### config.mk
export PLATFORM = sky130hd
export DESIGN_NAME = rcwt_regs
export DESIGN_NICKNAME = d
export VERILOG_FILES = /design/src/rtl/rcwt_pkg.sv /design/src/rtl/rcwt_regs.sv
export SDC_FILE = /design/constraint.sdc
export NUM_CORES = 1
export LEC_CHECK = 0
export BUFFER_PORTS_ARGS = -buffer_cell sky130_fd_sc_hd__buf_2
export CAP_MARGIN = 20
export CORE_MARGIN = 2
export CORE_UTILIZATION = 40
export DETAILED_ROUTE_END_ITERATION = 7
export PLACE_DENSITY_LB_ADDON = 0.25
export RECOVER_POWER = 25
export SLEW_MARGIN = 25
export SYNTH_ARGS = -nofsm -noshare
export SYNTH_HDL_FRONTEND = slang
export SYNTH_SLANG_ARGS = --single-unit
### constraint.sdc
create_clock -name aclk -period 2 [get_ports aclk]
set_clock_uncertainty 0.15 [all_clocks]
set_input_delay 0.4 -clock aclk [delete_from_list [all_inputs] [get_ports aclk]]
set_output_delay 0.4 -clock aclk [all_outputs]
set_load 0.01 [all_outputs]
### src/rtl/rcwt_pkg.sv
// Shared types and codes for the request credit window tracker.
package rcwt_pkg;

    // Entry tag codes
    localparam logic [1:0] TAG_FREE    = 2'd0;
    localparam logic [1:0] TAG_AVBL    = 2'd1;
    localparam logic [1:0] TAG_INUSE   = 2'd2;
    localparam logic [1:0] TAG_INTERIM = 2'd3;

    // Result status codes
    localparam logic [2:0] ST_OK           = 3'd0;
    localparam logic [2:0] ST_INVALID      = 3'd1;
    localparam logic [2:0] ST_INTERNAL     = 3'd2;
    localparam logic [2:0] ST_POOL_EMPTY   = 3'd3;
    localparam logic [2:0] ST_NO_RESOURCES = 3'd4;

    // Command codes
    localparam logic CMD_ACQUIRE = 1'b0;
    localparam logic CMD_RESPOND = 1'b1;

    // Register indexes
    localparam logic [2:0] REG_LIMIT = 3'd0;
    localparam logic [2:0] REG_START = 3'd1;
    localparam logic [2:0] REG_FLOOR = 3'd2;
    localparam logic [2:0] REG_POOL  = 3'd3;
    localparam logic [2:0] REG_RAMP  = 3'd4;

    // Datapath operation codes
    localparam logic [3:0] OP_NONE         = 4'd0;
    localparam logic [3:0] OP_CAPTURE      = 4'd1;
    localparam logic [3:0] OP_SCAN_START   = 4'd2;
    localparam logic [3:0] OP_SCAN_NEXT    = 4'd3;
    localparam logic [3:0] OP_CLEAR_WR     = 4'd4;
    localparam logic [3:0] OP_INIT_TAKE    = 4'd5;
    localparam logic [3:0] OP_ISSUE_WR     = 4'd6;
    localparam logic [3:0] OP_SET_INUSE    = 4'd7;
    localparam logic [3:0] OP_SET_FREE     = 4'd8;
    localparam logic [3:0] OP_RESP_HIT     = 4'd9;
    localparam logic [3:0] OP_ERR_INVALID  = 4'd10;
    localparam logic [3:0] OP_ERR_INTERNAL = 4'd11;
    localparam logic [3:0] OP_WANT         = 4'd12;
    localparam logic [3:0] OP_TAKE         = 4'd13;
    localparam logic [3:0] OP_FINISH       = 4'd14;

    localparam logic [63:0] SEQ_NONE = 64'hFFFF_FFFF_FFFF_FFFF;

    typedef struct packed {
        logic [8:0]  credit_limit;
        logic [7:0]  credit_start;
        logic [8:0]  credit_floor;
        logic [15:0] global_pool_size;
        logic [7:0]  ramp_step;
    } cfg_t;

    typedef struct packed {
        logic [3:0] op;
    } cmd_t;

    typedef struct packed {
        logic [1:0] rd_tag;
        logic       seq_match;
        logic       addr_last;
        logic       issue_zero;
        logic       st_err;
        logic       is_respond;
        logic       is_async;
        logic       seq_none;
        logic       inited;
        logic       grant_go;
        logic       out_free;
    } stat_t;

endpackage

### src/rtl/rcwt_regs.sv
// Configuration register file behind the APB-style port.
module rcwt_regs (
    input  logic          aclk,
    input  logic          aresetn,
    input  logic          psel,
    input  logic          penable,
    input  logic          pwrite,
    input  logic [4:0]    paddr,
    input  logic [31:0]   pwdata,
    output logic [31:0]   prdata,
    output logic          pready,
    output rcwt_pkg::cfg_t cfg
);
    rcwt_pkg::cfg_t cfg_reg, cfg_next;
    logic [2:0] idx;

    assign idx    = paddr[4:2];
    assign pready = 1'b1;
    assign cfg    = cfg_reg;

    // Decode a write
    always_comb begin
        cfg_next = cfg_reg;
        if (psel && penable && pwrite) begin
            unique case (idx)
                rcwt_pkg::REG_LIMIT: cfg_next.credit_limit     = pwdata[8:0];
                rcwt_pkg::REG_START: cfg_next.credit_start     = pwdata[7:0];
                rcwt_pkg::REG_FLOOR: cfg_next.credit_floor     = pwdata[8:0];
                rcwt_pkg::REG_POOL:  cfg_next.global_pool_size = pwdata[15:0];
                rcwt_pkg::REG_RAMP:  cfg_next.ramp_step        = pwdata[7:0];
                default: ;
            endcase
        end
    end

    // Read back
    always_comb begin
        unique case (idx)
            rcwt_pkg::REG_LIMIT: prdata = 32'(cfg_reg.credit_limit);
            rcwt_pkg::REG_START: prdata = 32'(cfg_reg.credit_start);
            rcwt_pkg::REG_FLOOR: prdata = 32'(cfg_reg.credit_floor);
            rcwt_pkg::REG_POOL:  prdata = 32'(cfg_reg.global_pool_size);
            rcwt_pkg::REG_RAMP:  prdata = 32'(cfg_reg.ramp_step);
            default:             prdata = 32'd0;
        endcase
    end

    always_ff @(posedge aclk) begin
        if (!aresetn) begin
            cfg_reg.credit_limit     <= 9'd256;
            cfg_reg.credit_start     <= 8'd16;
            cfg_reg.credit_floor     <= 9'd1;
            cfg_reg.global_pool_size <= 16'd1024;
            cfg_reg.ramp_step        <= 8'd8;
        end else begin
            cfg_reg <= cfg_next;
        end
    end
endmodule

[After elaboration in Yosys (flattened, before gate mapping)]
Cells that the tools add are included.
Storage, ports and cells
  register bits after elaboration: 50
  output and inout bits: 83
  logic and storage cells: 18
  input bits: 42
Operators by class
  eq/ne operators: 4
  reduce and logical (&&, ||, !) cells: 8
  mux-type cells: 1
Operators by type and width (number)
  $pmux 16 s5: 1
  $reduce_and 2->1: 5
  $eq 3x2->1 const B: 2
  $eq 3x1->1 const B: 1
  $eq 3x3->1 const B: 1
  $logic_not 3->1: 1
  $logic_and 1x1->1: 2

[Depth between registers and ports, before layout]
  depth after elaboration: 3
  gate-level depth with buffers: 5
  depth with buffers taken out: 3

[Least setup slack after synthesis]
OpenSTA, ideal clock, no wires.
  kind: input port to output port
  start point: in paddr[2]
  end point: out prdata[1]
  arrival time: 1284 ps
  path slack: 166 ps
  required time: 1450 ps
  path buffers: 2
  cell stages on the path: 5
  path through: buf_4 buf_6 mux2_2 a22oi_1 o22ai_1
Between the ends
  word-level cells in the longest chain between the ends: 2
  elaborated cells on any way between the ends: 6
  those cells by class: eq/ne: 4; mux: 1; reduce/logical: 1
RTL lines
  from (decl): line rcwt_regs.sv:8  | input logic [4:0] paddr,
  $eq 3x3->1, or another cell as far along: line rcwt_regs.sv:38  | unique case (idx)
  $pmux 16 s5 *: line rcwt_regs.sv:38
  to (decl): line rcwt_regs.sv:10  | output logic [31:0] prdata,
Mark *: on every way between the ends. The rest lies on a longest branch, timed or not.

[Worst setup path in the final report]
  start point: in paddr[2]
  end point: out prdata[6]
The elaborated chain is that of the path after synthesis.

==> qor.yml <==
setup_path:
  critical_path.startpoint: "paddr[2]"
  worst-endpoint-arrival_ps: 1390
  worstReg2RegStart: "cfg[18]"
  critical_path.endpoint_type: "primary output"
  path_max_fanout: 8
  start_kind: "input port"
  timing.critical_path.required_ps: 1450
  timing_worst_setup_path_type: "input port to primary output"
floorplanning:
  area_inside_the_core_boundary_um2: 5960
  std_cell_rows: 28
  die-height_um: 82.6
  initial_utilization: 0.415
  floorplan.die.width_um: 82.6
  die_area_um2: 6820
  io-pin-count: 125
synthesis:
  post_synthesis_cells: 265
  synth.area.top_cells: "dfxtp_1, mux2i_1, nand2_1"
  most_common_cell_in_the_netlist: "nand2_1"
  avgSynthCellArea_um2: 9.32
  postSynth.asyncResetShare: 0
  synth_edf_count: 0
  yosys_most_used_dff: "dfxtp_1"
  synth_seq_area_share: 0.405
  synth_largest_area_cell: "dfxtp_1"
  yosysWarnings: 0
  synth_commonest_cells: "nand2_1, dfxtp_1, mux2i_1"
  yosysUniqueCellTypes: 30
  post_synthesis_instance_area_um2: 2470
  yosys_register_bits: 50
  synth_largest_type_area_fraction: 0.405
place:
  gp_weighted_congestion: 0.756
  dpl.hpwl_um: 4800
  port_buffers: 89
sta:
  setup_violations: 0
  holdWs_ps: 193
  drv_slew: 0
  min_period_over_period: 0.972
  max_clock_freq_mhz: 514
  timing.final.crit_period_ps: 1940
  finalHoldViolations: 0
global_route:
  grt_max_degree: 39
  track_usage: 0.189
  antenna_found_initial: 0
  first_pass_grt_wire_length_um: 9680
  first_global_vias: 1911
  globalRoute.totalOverflow: 0
cells_and_area:
  post_route_cells_drive_above_1_share: 0.327
  antenna_cells_inserted: 0
  largest_register_ffs: 50
  area.growth.synth_to_final_pct: 29.5
  design.final.nets: 412
clocking:
  num_cts_buffers: 5
  clk_latency_ps: 290
  cts_root_buf: "clkbuf_8"
  clkTransAtPathRegs_ps: 90
  tritoncts: "yes"
  cts_max_level: 2
  clk_path_buf_depth: 2
  holdBufCountCts: 0
  tritoncts_num_sinks: 50
route:
  antenna_violating_nets_post_route: 0
  remaining_drc_errors: 0
  post_drt_wl_per_cell_um: 14.7
  dr.first_iter.drc_count: 97
  first_pass_iters: 4
  vias_per_cell: 4.87
  routed-via-count: 2166
  routed_wirelength_um: 6530
power:
  total_switching_power_uw: 445
  total_power_uw: 1780
  max-vdd-ir-drop_uv: 345
  static-leakage-power_uw: 0.00133
  pwr-share-seq: 0.566
  pwr_density_cell_nw_per_um2: 557
  combinationalPowerShare: 0.124
  p_int_uw: 1340
  power.share.switching: 0.250
  power.clock.fraction: 0.310
outcome:
  status: "complete, no violations"
min_path:
  worstHoldPathType: "input port to flip-flop"
  timing.hold.worst.start: "pwdata[9]"
flow_run:
  max_cap_viol_count: 0
-- final timing paths --
path              depth (start not counted)   endpoint  slack (ps)
setup / recovery                          6  prdata[6]          60
hold / removal                            3    cfg[17]         190
setup reg to reg                          2    cfg[18]        1170
hold reg to reg                           2    cfg[11]         320
-- routing by layer --
metal	global-route usage	wire [um]
met3	0.0413	315
met1	0.260	3110
met2	0.305	3070
met4	0.0393	34
met5	0	0
-- critical path, stage by stage --
cell	delay, ps
buf_6	110
clkbuf_16	150
nor2_4	260
a22oi_1	140
o22ai_1	160
buf_2	170
-- stage by stage --
step           setup TNS [ps]  instances  utilization  cell area, um2  setup slack, ps
2_1_floorplan               0        280            -            2530              166
3_3_place_gp             -367        432        0.513            3050            -80.3
3_5_place_dp             -250        432        0.513            3050            -51.9
4_1_cts                     0        439        0.527            3140             19.1
5_1_grt                 -27.8        445        0.537            3200            -27.8
6_report                    0        445        0.537            3200             55.8
-- placed cells by master (no fill, tap or decap), types with 4 or more instances in the layout --
| cell | Yosys | routed |
|---|---|---|
| nand2_1 | 60 | 60 |
| o22ai_1 | 8 | 8 |
| nor2b_1 | 10 | 8 |
| and2_1 | 7 | 7 |
| conb_1 | 2 | 17 |
| clkbuf_8 | 0 | 5 |
| buf_2 | 4 | 61 |
| buf_6 | 2 | 4 |
| mux2i_1 | 49 | 49 |
| dfxtp_1 | 50 | 50 |
| clkbuf_1 | 9 | 29 |
| mux2_2 | 9 | 9 |
| buf_4 | 21 | 24 |
| a22oi_2 | 0 | 5 |
| a22oi_1 | 15 | 10 |
-- cell families (layout without fill, tap and decap cells) --
| family | Yosys count | after routing | synth area share |
|---|---|---|---|
| AO/OA/AOI/OAI | 27 | 27 | 0.0759 |
| multiplexers | 58 | 58 | 0.239 |
| buffers and inverters | 38 | 128 | 0.0977 |
| AND/OR/NAND/NOR | 90 | 90 | 0.179 |
| other | 2 | 17 | 0.00304 |
| flip-flops | 50 | 50 | 0.405 |
-- power groups by stage --
| stage | combinational [uW] | sequential [uW] | clock [uW] |
|---|---|---|---|
| 2_1_floorplan | 134 | 1030 | 0 |
| 3_3_place_gp | 198 | 1030 | 0 |
| 3_5_place_dp | 199 | 1030 | 0 |
| 4_1_cts | 202 | 1010 | 569 |
| 5_1_grt | 244 | 1010 | 610 |
| 6_report | 221 | 1010 | 553 |
-- area by class of cell --
class / instances / area (um2)
fill: 598 / 2760
multi-input combinational: 192 / 1330
sequential: 50 / 1000
timing repair buffer: 119 / 697
tap: 75 / 93.8
clock buffer: 7 / 76.3
inverter: 2 / 7.51
-- timing repair --
item / in CTS / in global routing
buffers inserted: 0 / 5
gates resized for setup: 2 / 13
cloned: 0 / 1
pin swaps: 0 / 7
setup endpoints to repair: 7 / 7
Note: power is estimated with default switching activity, not from simulation.
