[src/rtl/rcwt_pkg.sv]
// Shared types and codes for the request credit window tracker.
package rcwt_pkg;

    // Entry tag codes
    localparam logic [1:0] TAG_FREE    = 2'd0;
    localparam logic [1:0] TAG_AVBL    = 2'd1;
    localparam logic [1:0] TAG_INUSE   = 2'd2;
    localparam logic [1:0] TAG_INTERIM = 2'd3;

    // Result status codes
    localparam logic [2:0] ST_OK           = 3'd0;
    localparam logic [2:0] ST_INVALID      = 3'd1;
    localparam logic [2:0] ST_INTERNAL     = 3'd2;
    localparam logic [2:0] ST_POOL_EMPTY   = 3'd3;
    localparam logic [2:0] ST_NO_RESOURCES = 3'd4;

    // Command codes
    localparam logic CMD_ACQUIRE = 1'b0;
    localparam logic CMD_RESPOND = 1'b1;

    // Register indexes
    localparam logic [2:0] REG_LIMIT = 3'd0;
    localparam logic [2:0] REG_START = 3'd1;
    localparam logic [2:0] REG_FLOOR = 3'd2;
    localparam logic [2:0] REG_POOL  = 3'd3;
    localparam logic [2:0] REG_RAMP  = 3'd4;

    // Datapath operation codes
    localparam logic [3:0] OP_NONE         = 4'd0;
    localparam logic [3:0] OP_CAPTURE      = 4'd1;
    localparam logic [3:0] OP_SCAN_START   = 4'd2;
    localparam logic [3:0] OP_SCAN_NEXT    = 4'd3;
    localparam logic [3:0] OP_CLEAR_WR     = 4'd4;
    localparam logic [3:0] OP_INIT_TAKE    = 4'd5;
    localparam logic [3:0] OP_ISSUE_WR     = 4'd6;
    localparam logic [3:0] OP_SET_INUSE    = 4'd7;
    localparam logic [3:0] OP_SET_FREE     = 4'd8;
    localparam logic [3:0] OP_RESP_HIT     = 4'd9;
    localparam logic [3:0] OP_ERR_INVALID  = 4'd10;
    localparam logic [3:0] OP_ERR_INTERNAL = 4'd11;
    localparam logic [3:0] OP_WANT         = 4'd12;
    localparam logic [3:0] OP_TAKE         = 4'd13;
    localparam logic [3:0] OP_FINISH       = 4'd14;

    localparam logic [63:0] SEQ_NONE = 64'hFFFF_FFFF_FFFF_FFFF;

    typedef struct packed {
        logic [8:0]  credit_limit;
        logic [7:0]  credit_start;
        logic [8:0]  credit_floor;
        logic [15:0] global_pool_size;
        logic [7:0]  ramp_step;
    } cfg_t;

    typedef struct packed {
        logic [3:0] op;
    } cmd_t;

    typedef struct packed {
        logic [1:0] rd_tag;
        logic       seq_match;
        logic       addr_last;
        logic       issue_zero;
        logic       st_err;
        logic       is_respond;
        logic       is_async;
        logic       seq_none;
        logic       inited;
        logic       grant_go;
        logic       out_free;
    } stat_t;

endpackage

[src/rtl/rcwt_ctrl.sv]
// Credit tracker sequencer: walks the entry store and orders the datapath steps.
module rcwt_ctrl (
    input  logic            aclk,
    input  logic            aresetn,
    input  logic            s_tvalid,
    output logic            s_tready,
    input  rcwt_pkg::stat_t stat,
    output rcwt_pkg::cmd_t  cmd
);
    localparam logic [3:0] S_CLEAR    = 4'd0;
    localparam logic [3:0] S_IDLE     = 4'd1;
    localparam logic [3:0] S_DISPATCH = 4'd2;
    localparam logic [3:0] S_INIT_CHK = 4'd3;
    localparam logic [3:0] S_F_START  = 4'd4;
    localparam logic [3:0] S_F_RD     = 4'd5;
    localparam logic [3:0] S_F_CHK    = 4'd6;
    localparam logic [3:0] S_HIT_CHK  = 4'd7;
    localparam logic [3:0] S_GRANT    = 4'd8;
    localparam logic [3:0] S_GR_CHK   = 4'd9;
    localparam logic [3:0] S_TAKE_CHK = 4'd10;
    localparam logic [3:0] S_IS_RD    = 4'd11;
    localparam logic [3:0] S_IS_CHK   = 4'd12;
    localparam logic [3:0] S_DONE     = 4'd13;

    localparam logic [1:0] R_FIND  = 2'd0;
    localparam logic [1:0] R_GRANT = 2'd1;
    localparam logic [1:0] R_DONE  = 2'd2;

    logic [3:0] state_reg, state_next;
    logic [1:0] ret_reg, ret_next;
    logic [1:0] target_reg, target_next;
    logic       hit;

    assign s_tready = (state_reg == S_IDLE);
    assign hit      = (stat.rd_tag == target_reg) && stat.seq_match;

    always_comb begin
        state_next  = state_reg;
        ret_next    = ret_reg;
        target_next = target_reg;
        cmd.op      = rcwt_pkg::OP_NONE;
        unique case (state_reg)
            S_CLEAR: begin
                // Sweep the store to free after reset
                cmd.op = rcwt_pkg::OP_CLEAR_WR;
                if (stat.addr_last) begin
                    state_next = S_IDLE;
                end
            end
            S_IDLE: begin
                if (s_tvalid) begin
                    cmd.op     = rcwt_pkg::OP_CAPTURE;
                    state_next = S_DISPATCH;
                end
            end
            S_DISPATCH: begin
                target_next = stat.is_respond ? rcwt_pkg::TAG_INUSE : rcwt_pkg::TAG_AVBL;
                if (stat.seq_none) begin
                    state_next = S_DONE;
                end else if (!stat.inited) begin
                    cmd.op     = rcwt_pkg::OP_INIT_TAKE;
                    state_next = S_INIT_CHK;
                end else begin
                    state_next = S_F_START;
                end
            end
            S_INIT_CHK: begin
                if (stat.st_err) begin
                    state_next = S_DONE;
                end else begin
                    cmd.op     = rcwt_pkg::OP_SCAN_START;
                    ret_next   = R_FIND;
                    state_next = S_IS_RD;
                end
            end
            S_F_START: begin
                cmd.op     = rcwt_pkg::OP_SCAN_START;
                state_next = S_F_RD;
            end
            S_F_RD: state_next = S_F_CHK;
            S_F_CHK: begin
                // Search for the sequence under the target tag
                if (hit) begin
                    if (!stat.is_respond) begin
                        cmd.op     = rcwt_pkg::OP_SET_INUSE;
                        state_next = S_DONE;
                    end else if (target_reg == rcwt_pkg::TAG_INUSE) begin
                        cmd.op     = rcwt_pkg::OP_RESP_HIT;
                        state_next = S_HIT_CHK;
                    end else begin
                        cmd.op     = rcwt_pkg::OP_SET_FREE;
                        state_next = S_DONE;
                    end
                end else if (stat.addr_last) begin
                    if (!stat.is_respond) begin
                        cmd.op     = rcwt_pkg::OP_ERR_INVALID;
                        state_next = S_DONE;
                    end else if (stat.is_async && target_reg == rcwt_pkg::TAG_INUSE) begin
                        target_next = rcwt_pkg::TAG_INTERIM;
                        state_next  = S_F_START;
                    end else begin
                        cmd.op     = rcwt_pkg::OP_ERR_INTERNAL;
                        state_next = S_DONE;
                    end
                end else begin
                    cmd.op     = rcwt_pkg::OP_SCAN_NEXT;
                    state_next = S_F_RD;
                end
            end
            S_HIT_CHK: begin
                if (stat.st_err) begin
                    state_next = S_DONE;
                end else begin
                    cmd.op     = rcwt_pkg::OP_SCAN_START;
                    ret_next   = R_GRANT;
                    state_next = S_IS_RD;
                end
            end
            S_GRANT: begin
                cmd.op     = rcwt_pkg::OP_WANT;
                state_next = S_GR_CHK;
            end
            S_GR_CHK: begin
                if (stat.grant_go) begin
                    cmd.op     = rcwt_pkg::OP_TAKE;
                    state_next = S_TAKE_CHK;
                end else begin
                    state_next = S_DONE;
                end
            end
            S_TAKE_CHK: begin
                if (stat.st_err) begin
                    state_next = S_DONE;
                end else begin
                    cmd.op     = rcwt_pkg::OP_SCAN_START;
                    ret_next   = R_DONE;
                    state_next = S_IS_RD;
                end
            end
            S_IS_RD: begin
                // Leave once every pending credit has a slot
                if (stat.issue_zero) begin
                    unique case (ret_reg)
                        R_FIND:  state_next = S_F_START;
                        R_GRANT: state_next = S_GRANT;
                        default: state_next = S_DONE;
                    endcase
                end else begin
                    state_next = S_IS_CHK;
                end
            end
            S_IS_CHK: begin
                cmd.op = (stat.rd_tag == rcwt_pkg::TAG_FREE) ? rcwt_pkg::OP_ISSUE_WR
                                                              : rcwt_pkg::OP_SCAN_NEXT;
                state_next = S_IS_RD;
            end
            S_DONE: begin
                if (stat.out_free) begin
                    cmd.op     = rcwt_pkg::OP_FINISH;
                    state_next = S_IDLE;
                end
            end
            default: state_next = S_IDLE;
        endcase
    end

    always_ff @(posedge aclk) begin
        if (!aresetn) begin
            state_reg  <= S_CLEAR;
            ret_reg    <= R_DONE;
            target_reg <= rcwt_pkg::TAG_FREE;
        end else begin
            state_reg  <= state_next;
            ret_reg    <= ret_next;
            target_reg <= target_next;
        end
    end
endmodule
[config.mk]
export PLATFORM = sky130hd
export DESIGN_NAME = rcwt_ctrl
export DESIGN_NICKNAME = d
export VERILOG_FILES = /design/src/rtl/rcwt_pkg.sv /design/src/rtl/rcwt_ctrl.sv
export SDC_FILE = /design/constraint.sdc
export NUM_CORES = 1
export LEC_CHECK = 0
export ABC_CLOCK_PERIOD_IN_PS = 2100
export BUFFER_PORTS_ARGS = -buffer_cell sky130_fd_sc_hd__buf_2
export CELL_PAD_IN_SITES_DETAIL_PLACEMENT = 1
export CELL_PAD_IN_SITES_GLOBAL_PLACEMENT = 1
export CORE_MARGIN = 2
export CORE_UTILIZATION = 37
export CTS_CLUSTER_DIAMETER = 60
export CTS_CLUSTER_SIZE = 28
export DETAILED_ROUTE_END_ITERATION = 12
export HOLD_SLACK_MARGIN = 0.12
export PLACE_DENSITY = 0.78
export SLEW_MARGIN = 10
export SYNTH_ARGS = -nofsm -noshare
export SYNTH_HDL_FRONTEND = slang
export SYNTH_SLANG_ARGS = --single-unit
export TNS_END_PERCENT = 30
[constraint.sdc]
create_clock -name aclk -period 2.1 [get_ports aclk]
set_input_delay 0.42 -clock aclk [delete_from_list [all_inputs] [get_ports aclk]]
set_output_delay 0.42 -clock aclk [all_outputs]
set_load 0.01 [all_outputs]
**After elaboration in Yosys (flattened, before gate mapping)**

Cells that the tools add are included.

- Register bits: 8
- Input bits: 15
- Word-level logic and storage cells: 80

- Eq/ne operators: 26
- Mux-type cells: 40
- Reductions and logical operators: 11

Operators by type and width:

| cell | number |
|---|---|
| two-way mux 4 bit | 18 |
| case mux 4 bit (12 select lines) | 1 |
| case mux 4 bit (10 select lines) | 1 |
| equality test 4 bit, second input constant | 6 |
| != test 2 bit, second input constant | 10 |
| two-way mux 2 bit | 9 |
| two-way mux 3 bit | 6 |
| equality test 4 x 3 -> 1 bit, second input constant | 4 |
| equality test 4 x 2 -> 1 bit, second input constant | 2 |
| case mux 4 bit (2 select lines) | 1 |
| case mux 2 bit (3 select lines) | 1 |
| AND reduction 5 bit | 1 |
| equality test 4 x 1 -> 1 bit, second input constant | 1 |
| zero test 2 bit | 2 |
| zero test 4 bit | 1 |
| case mux 2 bit (2 select lines) | 1 |
| AND reduction 4 bit | 1 |
| AND reduction 3 bit | 1 |
| nonzero test 3 bit | 1 |
| OR reduction 3 bit | 1 |
| equality test 2 x 1 -> 1 bit, second input constant | 1 |
| equality test 2 bit | 1 |
| equality test 2 bit, second input constant | 1 |
| logical AND 1 bit | 2 |
| other kinds (2) | 3 |

**Longest topological paths before layout**

- Depth after elaboration: 7
- Depth in mapped cells: 6
- Mapped depth without buffers: 4

**Worst setup path before layout**

Ideal clock, no wire load.

- Kind: in2out
- Start point: input stat[11] in the netlist's numbering
- End point: output cmd[0] in the netlist's numbering
- Arrival time: 1.281 ns
- Data required time: 1.680 ns
- Setup slack: 0.399 ns
- Stages on the path: 4
- Buffers on the path: 0
- Cell sequence: xnor2_1 and3_1 a211oi_1 o311ai_1

RTL lines:

| what | line | RTL |
|---|---|---|
| from (decl) | rcwt_ctrl.sv:7 | `input rcwt_pkg::stat_t stat,` |
| to (decl) | rcwt_ctrl.sv:8 | `output rcwt_pkg::cmd_t cmd` |

==> metrics.csv <==
stage;metric;value;unit
sta;maximum clock frequency;487;MHz
routing;DRT iter0 DRCs;27;
sta;unrepaired setup endpoints after global routing;true;
clock_tree;htree depth;1;
final_layout;diodes inserted;0;
final_layout;most frequent cells in the layout;buf_2 (19), a21oi_1 (10), nand2_1 (9);
worst_setup_path;WP data arrival;1.63;ns
routing;WL final;3.31;mm
sta;max-slew violation count;0;
final_layout;Layout area overhead;27.7;%
power_and_ir_drop;sequential share of power;22.5;%
clock_tree;clk slew on worst S/H paths;0.07;ns
power_and_ir_drop;Net Switching;0.000589;W
logic_synthesis;Synth Flop Type;dfxtp_1;
logic_synthesis;Synth Cell Area;891;um2
final_layout;most common cell after layout, fill and taps aside;buf_2;
worst_setup_path;crit path kind;register to primary output;
die;io pins;20;
logic_synthesis;sequential area share after synthesis;18.0;%
die;Initial Util;39.5;%
clock_tree;Setup Buffers After CTS;0;
placed_design;Placed Cells;175;
sta;Slew HR;69.4;%
worst_setup_path;Worst EP required;1.68;ns
global_routing;grt ovf;0;
power_and_ir_drop;pwr/cell area;1040;mW/mm2
global_routing;initial antenna violation count;0;
sta;Worst-Margin Slew;0.453;ns
worst_setup_path;crit-path cells;nand2b_2 > or2_4 > o311ai_2 > buf_2;
worst_setup_path;CP bufs+invs;1;
global_routing;largest net degree at the start of global routing;15;
clock_tree;Resized Gates After CTS;5;
logic_synthesis;Syn Nets;145;
power_and_ir_drop;combinational share of power;66.8;%
sta;Hold Violations, Final;0;
placed_design;Final HPWL DP;2.51;mm
clock_tree;worst skew pair latency;0.26;ns
clock_tree;root buffer cell;clkbuf_4;
worst_setup_path;Worst path max stage delay;0.38;ns
power_and_ir_drop;worst vdd ir;0.353;mV
clock_tree;Max Buffers Root-to-Sink;2;
worst_setup_path;Crit-path slowest cell;dfxtp_2;
logic_synthesis;EDFF count, synth;0;
placed_design;GPL Wtd Cong;0.887;
worst_setup_path;Max FO, Critical Path;10;
logic_synthesis;Gate Count Post-Synth;130;
logic_synthesis;synthesized area per cell;6.85;um2
final_layout;Final Non-Filler Cells;178;
worst_setup_path;critical path's top delay family;simple AND/OR/NAND/NOR gates;
hold_path;Worst Hold Class;input port to register;
die;# rows;17;
clock_tree;hold_buf cts;0;
final_layout;final core occ;50.4;%
power_and_ir_drop;leakage power;0.405;nW
sta;count of final setup violators;0;
routing;Post-DRT Antenna Nets;0;
run;Max-cap violations;0;
logic_synthesis;post-synthesis async set-or-reset flop share;0;%
sta;Min Hold Slack;0.389;ns
clock_tree;clk sink count;8;
clock_tree;CTS Buf Count;3;
final_layout;share of cells above drive strength 1;32.7;%
sta;Period minus WS final;2.05;ns
routing;via count;1162;
die;die area;0.00282;mm2
sta;Clock Skew;0.0126;ns
routing;Vias/cell;6.53;
die;die height;53.1;um
run_status;outcome;finished, final reports clean;
logic_synthesis;Yosys warning count;0;
routing;residual DRC count;0;
clock_tree;CTS tree;done;
die;core area;0.00225;mm2
global_routing;vias in the first global route;1120;
global_routing;first-pass GRT wire length;5.34;mm
power_and_ir_drop;clock network fraction of design power;10.7;%
worst_setup_path;CP startpoint kind;register;
final_layout;max reg flops;4;
power_and_ir_drop;P_int;0.000589;W
logic_synthesis;Synth cell types;42;
global_routing;Tot GR Track Use;25.9;%
sta;crit share post-route;97.8;%
routing;first drt pass iteration count;4;
worst_setup_path;crit end category;primary output;
die;Die Span X;53.1;um
logic_synthesis;post-synthesis register bit count;8;
power_and_ir_drop;Sw Share;50.0;%
placed_design;Port Buffers;19;
final_layout;nets;167;
routing;routed len/inst;18.6;um
-- cell usage after synthesis, types with 3 or more instances --
master     n  area, um2
nor2_1     4       15.0
dfxtp_1    8        160
clkbuf_1   6       22.5
nor3_1     6       30.0
o21ai_0    8       40.0
a31oi_1    8       50.1
inv_1      7       26.3
a21oi_1   10       50.1
xnor2_1    3       26.3
nand2_1   10       37.5
o32ai_1    3       26.3
nand3_1    5       25.0
a311oi_1   3       26.3
a211oi_1   3       22.5
o22ai_1    3       18.8
nand2b_1   7       43.8
or3_1      3       18.8
-- through the flow --
step / power (W) / setup WS (ns) / setup TNS [ns] / cell area [um2]
2_1_floorplan: 0.000716 / 0.399 / 0 / 891
3_3_place_gp: 0.000941 / 0.213 / 0 / 1030
3_5_place_dp: 0.000963 / 0.102 / 0 / 1030
4_1_cts: 0.00110 / 0.0196 / 0 / 1070
5_1_grt: 0.00127 / -0.0501 / -0.0786 / 1140
6_report: 0.00118 / 0.0452 / 0 / 1140
-- worst reg2reg max path, cell delays in order, from the launching register on --
cell	delay [ns]
dfxtp_1	0.37
buf_4	0.22
or3_1	0.39
a211oi_1	0.40
a311oi_1	0.10
a31oi_1	0.15
-- power by group through the flow --
| stage | Combinational, W | Sequential, W | Clock (W) |
|---|---|---|---|
| 5_1_grt | 0.000856 | 0.000269 | 0.000143 |
| 3_3_place_gp | 0.000696 | 0.000245 | 0 |
| 2_1_floorplan | 0.000509 | 0.000207 | 0 |
| 6_report | 0.000787 | 0.000265 | 0.000126 |
| 4_1_cts | 0.000728 | 0.000251 | 0.000126 |
| 3_5_place_dp | 0.000715 | 0.000248 | 0 |
-- cells by family (layout without fill, tap and decap cells) --
kind of cell              count (synthesis)  after routing  synth area share (%)
AOI/OAI and AO/OA                        51             51                  38.6
xor gates and xnor gates                  3              3                  2.95
buffers and inverters                    18             38                  8.29
DFF                                       8              8                  18.0
muxes                                     2              2                  2.25
and+or+nand+nor                          48             48                  29.9
-- cell type report --
cell class                      instances  area [um2]
Fill cell                             303        1120
Multi-Input combinational cell        104         729
Sequential cell                         8         165
Timing Repair Buffer                   26         151
Tap cell                               28        35.0
Inverter                                9        33.8
Clock buffer                            3        22.5
-- final timing paths --
| kind | from | to | slack, ns | cells past startpoint |
|---|---|---|---|---|
| worst max-delay path | state_reg[0] | cmd[2] | 0.05 | 4 |
| worst min-delay path | aresetn | ret_reg[1] | 0.39 | 2 |
| worst max register to register | state_reg[3] | state_reg[0] | 0.40 | 5 |
| worst min register to register | target_reg[1] | target_reg[1] | 0.54 | 2 |
-- layer usage --
layer	global-route usage, %	wire [um]
met5	0	0
met4	7.69	36
met3	5.37	170
met2	45.8	1740
met1	31.0	1370
No activity file was read; power rests on OpenSTA's default activity.
